==> config.mk <==
export PLATFORM = sky130hd
export DESIGN_NAME = key_value_table_unit
export DESIGN_NICKNAME = d
export VERILOG_FILES = /design/src/hw/rtl/kvt_pkg.sv /design/src/hw/rtl/kvt_cell.sv /design/src/hw/rtl/key_value_table_unit.sv
export SDC_FILE = /design/constraint.sdc
export NUM_CORES = 2
export LEC_CHECK = 0
export ABC_AREA = 1
export BUFFER_PORTS_ARGS = -buffer_cell sky130_fd_sc_hd__buf_2
export CORE_ASPECT_RATIO = 0.8
export CORE_MARGIN = 8
export CORE_UTILIZATION = 45
export CTS_CLUSTER_DIAMETER = 40
export CTS_CLUSTER_SIZE = 30
export DETAILED_ROUTE_END_ITERATION = 8
export PLACE_DENSITY_LB_ADDON = 0.2
export SLEW_MARGIN = 15
export SYNTH_ARGS = -nofsm -noshare
export SYNTH_HDL_FRONTEND = slang
export SYNTH_SLANG_ARGS = --single-unit
==> constraint.sdc <==
create_clock -name clk -period 5.5 [get_ports clk]
set_input_delay 0.825 -clock clk [delete_from_list [all_inputs] [get_ports clk]]
set_output_delay 0.825 -clock clk [all_outputs]
set_load 0.02 [all_outputs]
==> src/hw/rtl/kvt_pkg.sv <==
// Shared types and codes for the key/value table.
package kvt_pkg;

  localparam int unsigned DATA_W       = 32;
  localparam int unsigned CAPACITY_DEF = 16;

  typedef enum logic [1:0] {
    FUNC_INSERT = 2'd0,
    FUNC_SEARCH = 2'd1,
    FUNC_REMOVE = 2'd2,
    FUNC_NONE   = 2'd3
  } func_e_t;

  typedef enum logic [1:0] {
    ST_OK       = 2'd0,
    ST_DUP      = 2'd1,
    ST_NOTFOUND = 2'd2,
    ST_FULL     = 2'd3
  } status_e_t;

  typedef struct packed {
    logic              active;
    logic              hit;
    logic              free_seen;
    logic [DATA_W-1:0] value;
  } kvt_chain_t;

  typedef struct packed {
    logic              en;
    logic              ins;
    logic [DATA_W-1:0] key;
    logic [DATA_W-1:0] value;
  } kvt_cmd_t;

endpackage

==> src/hw/rtl/kvt_cell.sv <==
// One table entry: compares the passing request token and applies commit commands.
module kvt_cell (
  input  logic                          clk,
  input  logic                          rst_n,
  input  logic [kvt_pkg::DATA_W-1:0]    req_key,
  input  kvt_pkg::kvt_cmd_t             cmd,
  input  kvt_pkg::kvt_chain_t           chain_in,
  output kvt_pkg::kvt_chain_t           chain_out
);
  import kvt_pkg::*;

  logic              valid_r, valid_nxt;
  logic [DATA_W-1:0] key_r, key_nxt;
  logic [DATA_W-1:0] value_r, value_nxt;
  logic              match_r, match_nxt;
  logic              first_free_r, first_free_nxt;
  kvt_chain_t        chain_r, chain_nxt;
  logic              my_match;

  assign my_match  = valid_r && (key_r == req_key);
  assign chain_out = chain_r;

  always_comb begin
    valid_nxt      = valid_r;
    key_nxt        = key_r;
    value_nxt      = value_r;
    match_nxt      = match_r;
    first_free_nxt = first_free_r;
    chain_nxt      = chain_in;
    if (chain_in.active) begin
      match_nxt           = my_match;
      first_free_nxt      = !valid_r && !chain_in.free_seen;
      chain_nxt.hit       = chain_in.hit || my_match;
      chain_nxt.free_seen = chain_in.free_seen || !valid_r;
      if (my_match) begin
        chain_nxt.value = value_r;
      end
    end
    if (cmd.en) begin
      if (cmd.ins) begin
        if (first_free_r) begin
          valid_nxt = 1'b1;
          key_nxt   = cmd.key;
          value_nxt = cmd.value;
        end
      end else if (match_r) begin
        valid_nxt = 1'b0;
      end
    end
  end

  always_ff @(posedge clk) begin
    if (!rst_n) begin
      valid_r      <= 1'b0;
      match_r      <= 1'b0;
      first_free_r <= 1'b0;
      chain_r      <= '0;
    end else begin
      valid_r      <= valid_nxt;
      match_r      <= match_nxt;
      first_free_r <= first_free_nxt;
      chain_r      <= chain_nxt;
    end
  end

  always_ff @(posedge clk) begin
    key_r   <= key_nxt;
    value_r <= value_nxt;
  end

endmodule

==> src/hw/rtl/key_value_table_unit.sv <==
// Top level of the key/value table: request control, cell row and result register.
//
// A table of up to CAPACITY unique signed keys with one value each. A request
// (insert, search or remove) is taken on start while busy is low. It travels
// down the row of CAPACITY entry cells, one cell per cycle, gathering the
// match and the lowest free entry; the table update is then broadcast to the
// cells. One result is shown on out_strobe for a single cycle once the request
// has left the last cell, and busy is already low in that cycle, so a new request
// can be taken then, but none is taken while an earlier one is still in the row.
// The receiver cannot stall; results must be taken when out_strobe is high.
module key_value_table_unit #(
  parameter int unsigned CAPACITY = kvt_pkg::CAPACITY_DEF
) (
  input  logic                              clk,
  input  logic                              rst_n,
  input  logic                              start,
  output logic                              busy,
  input  logic [1:0]                        in_func,
  input  logic signed [kvt_pkg::DATA_W-1:0] in_key,
  input  logic signed [kvt_pkg::DATA_W-1:0] in_value,
  output logic                              out_strobe,
  output logic [1:0]                        out_status,
  output logic signed [kvt_pkg::DATA_W-1:0] out_found_value
);
  import kvt_pkg::*;

  logic              busy_r, busy_nxt;
  logic              launch_r, launch_nxt;
  func_e_t           func_r, func_nxt;
  logic [DATA_W-1:0] key_r, key_nxt;
  logic [DATA_W-1:0] value_r, value_nxt;
  logic              strobe_r, strobe_nxt;
  status_e_t         status_r, status_nxt;
  logic [DATA_W-1:0] found_r, found_nxt;
  kvt_cmd_t          cmd_r, cmd_nxt;
  kvt_chain_t        chain [0:CAPACITY];
  kvt_chain_t        tail;
  logic              accept;

  assign accept = start && !busy_r;
  assign tail   = chain[CAPACITY];

  assign chain[0] = '{active: launch_r, default: '0};

  for (genvar i = 0; i < CAPACITY; i++) begin : g_cell
    kvt_cell u_cell (
      .clk       (clk),
      .rst_n     (rst_n),
      .req_key   (key_r),
      .cmd       (cmd_r),
      .chain_in  (chain[i]),
      .chain_out (chain[i+1])
    );
  end

  always_comb begin
    busy_nxt   = busy_r;
    launch_nxt = accept;
    func_nxt   = func_r;
    key_nxt    = key_r;
    value_nxt  = value_r;
    strobe_nxt = 1'b0;
    status_nxt = status_r;
    found_nxt  = found_r;
    cmd_nxt    = cmd_r;
    cmd_nxt.en = 1'b0;
    if (accept) begin
      busy_nxt  = 1'b1;
      func_nxt  = func_e_t'(in_func);
      key_nxt   = in_key;
      value_nxt = in_value;
    end
    if (tail.active) begin
      busy_nxt      = 1'b0;
      strobe_nxt    = 1'b1;
      status_nxt    = ST_OK;
      found_nxt     = '0;
      cmd_nxt.key   = key_r;
      cmd_nxt.value = value_r;
      cmd_nxt.ins   = 1'b0;
      case (func_r)
        FUNC_INSERT: begin
          cmd_nxt.ins = 1'b1;
          if (tail.hit) begin
            status_nxt = ST_DUP;
          end else if (tail.free_seen) begin
            cmd_nxt.en = 1'b1;
          end else begin
            status_nxt = ST_FULL;
          end
        end
        FUNC_SEARCH: begin
          if (tail.hit) begin
            found_nxt = tail.value;
          end else begin
            status_nxt = ST_NOTFOUND;
          end
        end
        FUNC_REMOVE: begin
          if (tail.hit) begin
            cmd_nxt.en = 1'b1;
          end else begin
            status_nxt = ST_NOTFOUND;
          end
        end
        default: begin
          status_nxt = ST_OK;
        end
      endcase
    end
  end

  always_ff @(posedge clk) begin
    if (!rst_n) begin
      busy_r   <= 1'b0;
      launch_r <= 1'b0;
      strobe_r <= 1'b0;
      cmd_r    <= '0;
    end else begin
      busy_r   <= busy_nxt;
      launch_r <= launch_nxt;
      strobe_r <= strobe_nxt;
      cmd_r    <= cmd_nxt;
    end
  end

  always_ff @(posedge clk) begin
    func_r   <= func_nxt;
    key_r    <= key_nxt;
    value_r  <= value_nxt;
    status_r <= status_nxt;
    found_r  <= found_nxt;
  end

  assign busy            = busy_r;
  assign out_strobe      = strobe_r;
  assign out_status      = status_r;
  assign out_found_value = found_r;

  a_accept_busy: assert property (@(posedge clk) disable iff (!rst_n)
    accept |=> busy_r)
    else $error("busy not raised after request transfer");

  a_strobe_idle: assert property (@(posedge clk) disable iff (!rst_n)
    strobe_r |-> !busy_r && !launch_r)
    else $error("result shown while a request is in flight");

  a_cmd_with_result: assert property (@(posedge clk) disable iff (!rst_n)
    cmd_r.en |-> strobe_r && (status_r == ST_OK))
    else $error("table update without a successful result");

  a_found_zero: assert property (@(posedge clk) disable iff (!rst_n)
    strobe_r && (status_r != ST_OK) |-> (found_r == '0))
    else $error("nonzero value on a failed request");

endmodule

==> results.sh <==
export IMPL_synth_top_family_by_area="simple AND/OR/NAND/NOR gates"
export IMPL_die_area_mm2=0.177
export IMPL_postCtsHoldBufs=0
export IMPL_cap_violations=0
export IMPL_rsz0062_at_grt="false"
export IMPL_min_path_type="primary input to flop"
export IMPL_syn_to_final_growth_pct=13.4
export IMPL_synthDistinctLibCells=37
export IMPL_p_clk_share_pct=49.1
export IMPL_whs_endpoint="value_r[23]$_DFFE_PP_"
export IMPL_setup_worst_path_end_class="flop"
export IMPL_avgSynthCellArea_um2=9.11
export IMPL_slew_headroom_pct=9.01
export IMPL_setup_tns_ns=0
export IMPL_status="finished, final reports clean"
export IMPL_power_switching_uw=6980
export IMPL_root_buffer="clkbuf_16"
export IMPL_drv_slew=0
export IMPL_drc=0
export IMPL_pin_count=105
export IMPL_synth_main_ff_cell="edfxtp_1"
export IMPL_holdWs_ns=0.159
export IMPL_pwr_share_comb_pct=3.3
export IMPL_grt_pass1_vias=49179
export IMPL_fmax_mhz=262
export IMPL_reg2reg_to="g_cell[10].u_cell.chain_out[14]$_SDFF_PN0_"
export IMPL_cp_start_kind="flop"
export IMPL_fin_worst_skew_ns=0.0321
export IMPL_cts_resized=0
export IMPL_synthMuxAreaShare_pct=0
export IMPL_grt_pass1_wl_um=340000
export IMPL_overflow=0
export IMPL_cts_sinks=1801
export IMPL_worst_r2r_path_depth=10
export IMPL_first_pass_iters=6
export IMPL_use_met3_pct=4.82
export IMPL_finalHoldViolCount=0
export IMPL_r2r_start="key_r[26]$_DFFE_PP_"
export IMPL_total_power_uw=30000
export IMPL_yosys_area_share_simple_pct=24.8
export IMPL_p_sw_share_pct=23.3
export IMPL_num_rows=132
export IMPL_ff2ff_setup_slack_ns=1.69
export IMPL_clockBufferDepth=3
export IMPL_drive_above_1_share_pct=8.72
export IMPL_htreeDepth=4
export IMPL_avgViaCountPerCell=5.04
export IMPL_async_reset_ff_share_pct=0
export IMPL_synth_edf_count=1124
export IMPL_synth_nets=8159
export IMPL_period_needed_ns=3.81
export IMPL_ant_nets=0
export IMPL_synthAdderAreaFrac_pct=0.0680
export IMPL_vias=53100
export IMPL_drtIter0Drc=5770
export IMPL_critPathKind="flop to flop"
export IMPL_cts_setup_buffers=0
export IMPL_fin_crit_sh_pct=69.3
export IMPL_clkTransAtPathRegs_ns=0.07
export IMPL_peakVddDrop_v=0.000328
export IMPL_internal_power_uw=23000
export IMPL_clock_latency_ns=0.84
export IMPL_post_place_ws_ns=1.82
export IMPL_mostFrequentLayoutCells="2,199 x nand2_1, 1,514 x nor2_1, 1,124 x edfxtp_1"
export IMPL_drt_total_wl_um=238000
export IMPL_power_leakage_uw=0.0355
export IMPL_sequentialPowerShare_pct=47.6
export IMPL_portBuffers=104
export IMPL_grtUsageTotal_pct=26.3
export IMPL_cp_data_arrival_time_ns=4.58
export IMPL_power_density_mw_per_mm2=359
export IMPL_crit_fanout=33
export IMPL_dieHeight_um=378
export IMPL_start_util_pct=45.4
export IMPL_drt_wirelength_per_cell_um=22.5
export IMPL_core_mm2=0.162
export IMPL_ys_warn_count=0
export IMPL_grt_busiest_layer="met1"
export IMPL_synth_xor_area_share_pct=0.964
export IMPL_syn_inst=8086
export IMPL_dp_hpwl_um=159000
export IMPL_mappedNetlistArea_mm2=0.0736
export IMPL_use_met2_pct=38.0
export IMPL_mostFrequentLayoutCell="nand2_1"
export IMPL_place_gp_congestion=0.980
export IMPL_antenna_found_initial=22
export IMPL_synth_compound_area_share_pct=1.39
export IMPL_whs_path_depth=1
export IMPL_cts_tree="built"
export IMPL_die_x_um=468
export IMPL_finalNetCount=8283
export IMPL_met1_usage_pct=39.9
export IMPL_required_ns=6.26
export IMPL_cts_buffers=210
export IMPL_tightest_slew_ns=1.36
export IMPL_finalSetupViolCount=0
export IMPL_hp_start="in_value[23]"
export IMPL_ys_ff_latch=1801
export IMPL_finalWorstSetupSlack_ns=1.69
export IMPL_grt_max_degree=98
export IMPL_seq_area_frac_synth_pct=64.2
## Yosys cell counts, drive strengths merged, types with 38 or more instances
master,number,share of area (%)
nand4,62,0.53
nand2,2200,11
buf,233,2.2
xnor2,66,0.79
o21ai,73,0.50
clkbuf,85,0.43
a21oi,74,0.50
nand3,627,4.3
nor3,44,0.32
edfxtp,1124,46
o22ai,38,0.32
nor2,1558,8.1
dfxtp,677,18
inv,1164,5.9
## cells by family (layout without fill, tap and decap cells)
logic type                 Yosys count  after routing
and+or+nand+nor                   4526           4526
DFF                               1801           1801
buffers and inverters             1483           1791
AOI/OAI and AO/OA                  191            191
xor gates and xnor gates            81             81
adders and majority gates            4              4
other                                0              8
## registers in the layout, indices dropped and copies added, names as in the netlist
name and flops:
g_cell.u_cell.chain_out 560, g_cell.u_cell.match_r 16, g_cell.u_cell.key_r 512, launch_r 1, out_found_value 32, g_cell.u_cell.value_r 512, key_r 32, out_strobe 1
func_r 2, cmd_r 66, out_status 2, value_r 32, g_cell.u_cell.valid_r 16, g_cell.u_cell.first_free_r 16, busy 1
## through the flow
| step | util [%] | instances | instance area [µm²] |
|---|---|---|---|
| CTS | 51.5 | 10538 | 83500 |
| floorplan | - | 8086 | 73600 |
| global route | 51.5 | 10539 | 83500 |
| finish | 51.5 | 10546 | 83500 |
| global placement | 46.8 | 10141 | 76000 |
| detailed placement | 46.9 | 10142 | 76000 |
## power groups by stage
stage | combinational (µW) | sequential, µW | clock [µW]
final | 992 | 14300 | 14700
after global routing | 1040 | 14200 | 15500
after CTS | 963 | 14300 | 15000
after detailed placement | 961 | 14500 | 0
after global placement | 964 | 14500 | 0
after floorplan | 544 | 14500 | 0
## cell type report
type / instances / area (µm²)
fillers: 14683 / 78700
flip-flops and latches: 1801 / 47300
multi-input cells: 4802 / 20100
clock buffers: 250 / 5680
inverters: 1165 / 4380
well taps: 2144 / 2680
clock inverters: 146 / 1810
repair buffers: 230 / 1500
diodes: 8 / 20.0
## routing by layer
layer  vias to the layer above  wire, µm
met5                         -        30
li1                      25604         -
met3                       449     20300
met2                      2249     97400
met1                     24794    112000
met4                         4      8040
## worst max-delay path by stage
stage,startpoint,to
final,key_r[26]$_DFFE_PP_,g_cell[10].u_cell.chain_out[14]$_SDFF_PN0_
after global routing,key_r[26]$_DFFE_PP_,g_cell[10].u_cell.chain_out[14]$_SDFF_PN0_
after CTS,key_r[26]$_DFFE_PP_,g_cell[10].u_cell.chain_out[31]$_SDFF_PN0_
after detailed placement,key_r[26]$_DFFE_PP_,g_cell[10].u_cell.chain_out[19]$_SDFF_PN0_
after global placement,key_r[26]$_DFFE_PP_,g_cell[10].u_cell.chain_out[14]$_SDFF_PN0_
after floorplan,start,func_r[0]$_DFFE_PP_
## worst max-delay path, cell delays in order (launching register included)
cell,delay (ns)
edfxtp_1,1.26
inv_2,0.62
nand2_1,0.18
nand2_1,0.17
nor2_1,0.14
nand2_1,0.06
nor2_1,0.10
nand3_1,0.16
nor2_4,0.70
nor2_1,0.14
nor2_1,0.14
Power figures use the tool's default switching activity.
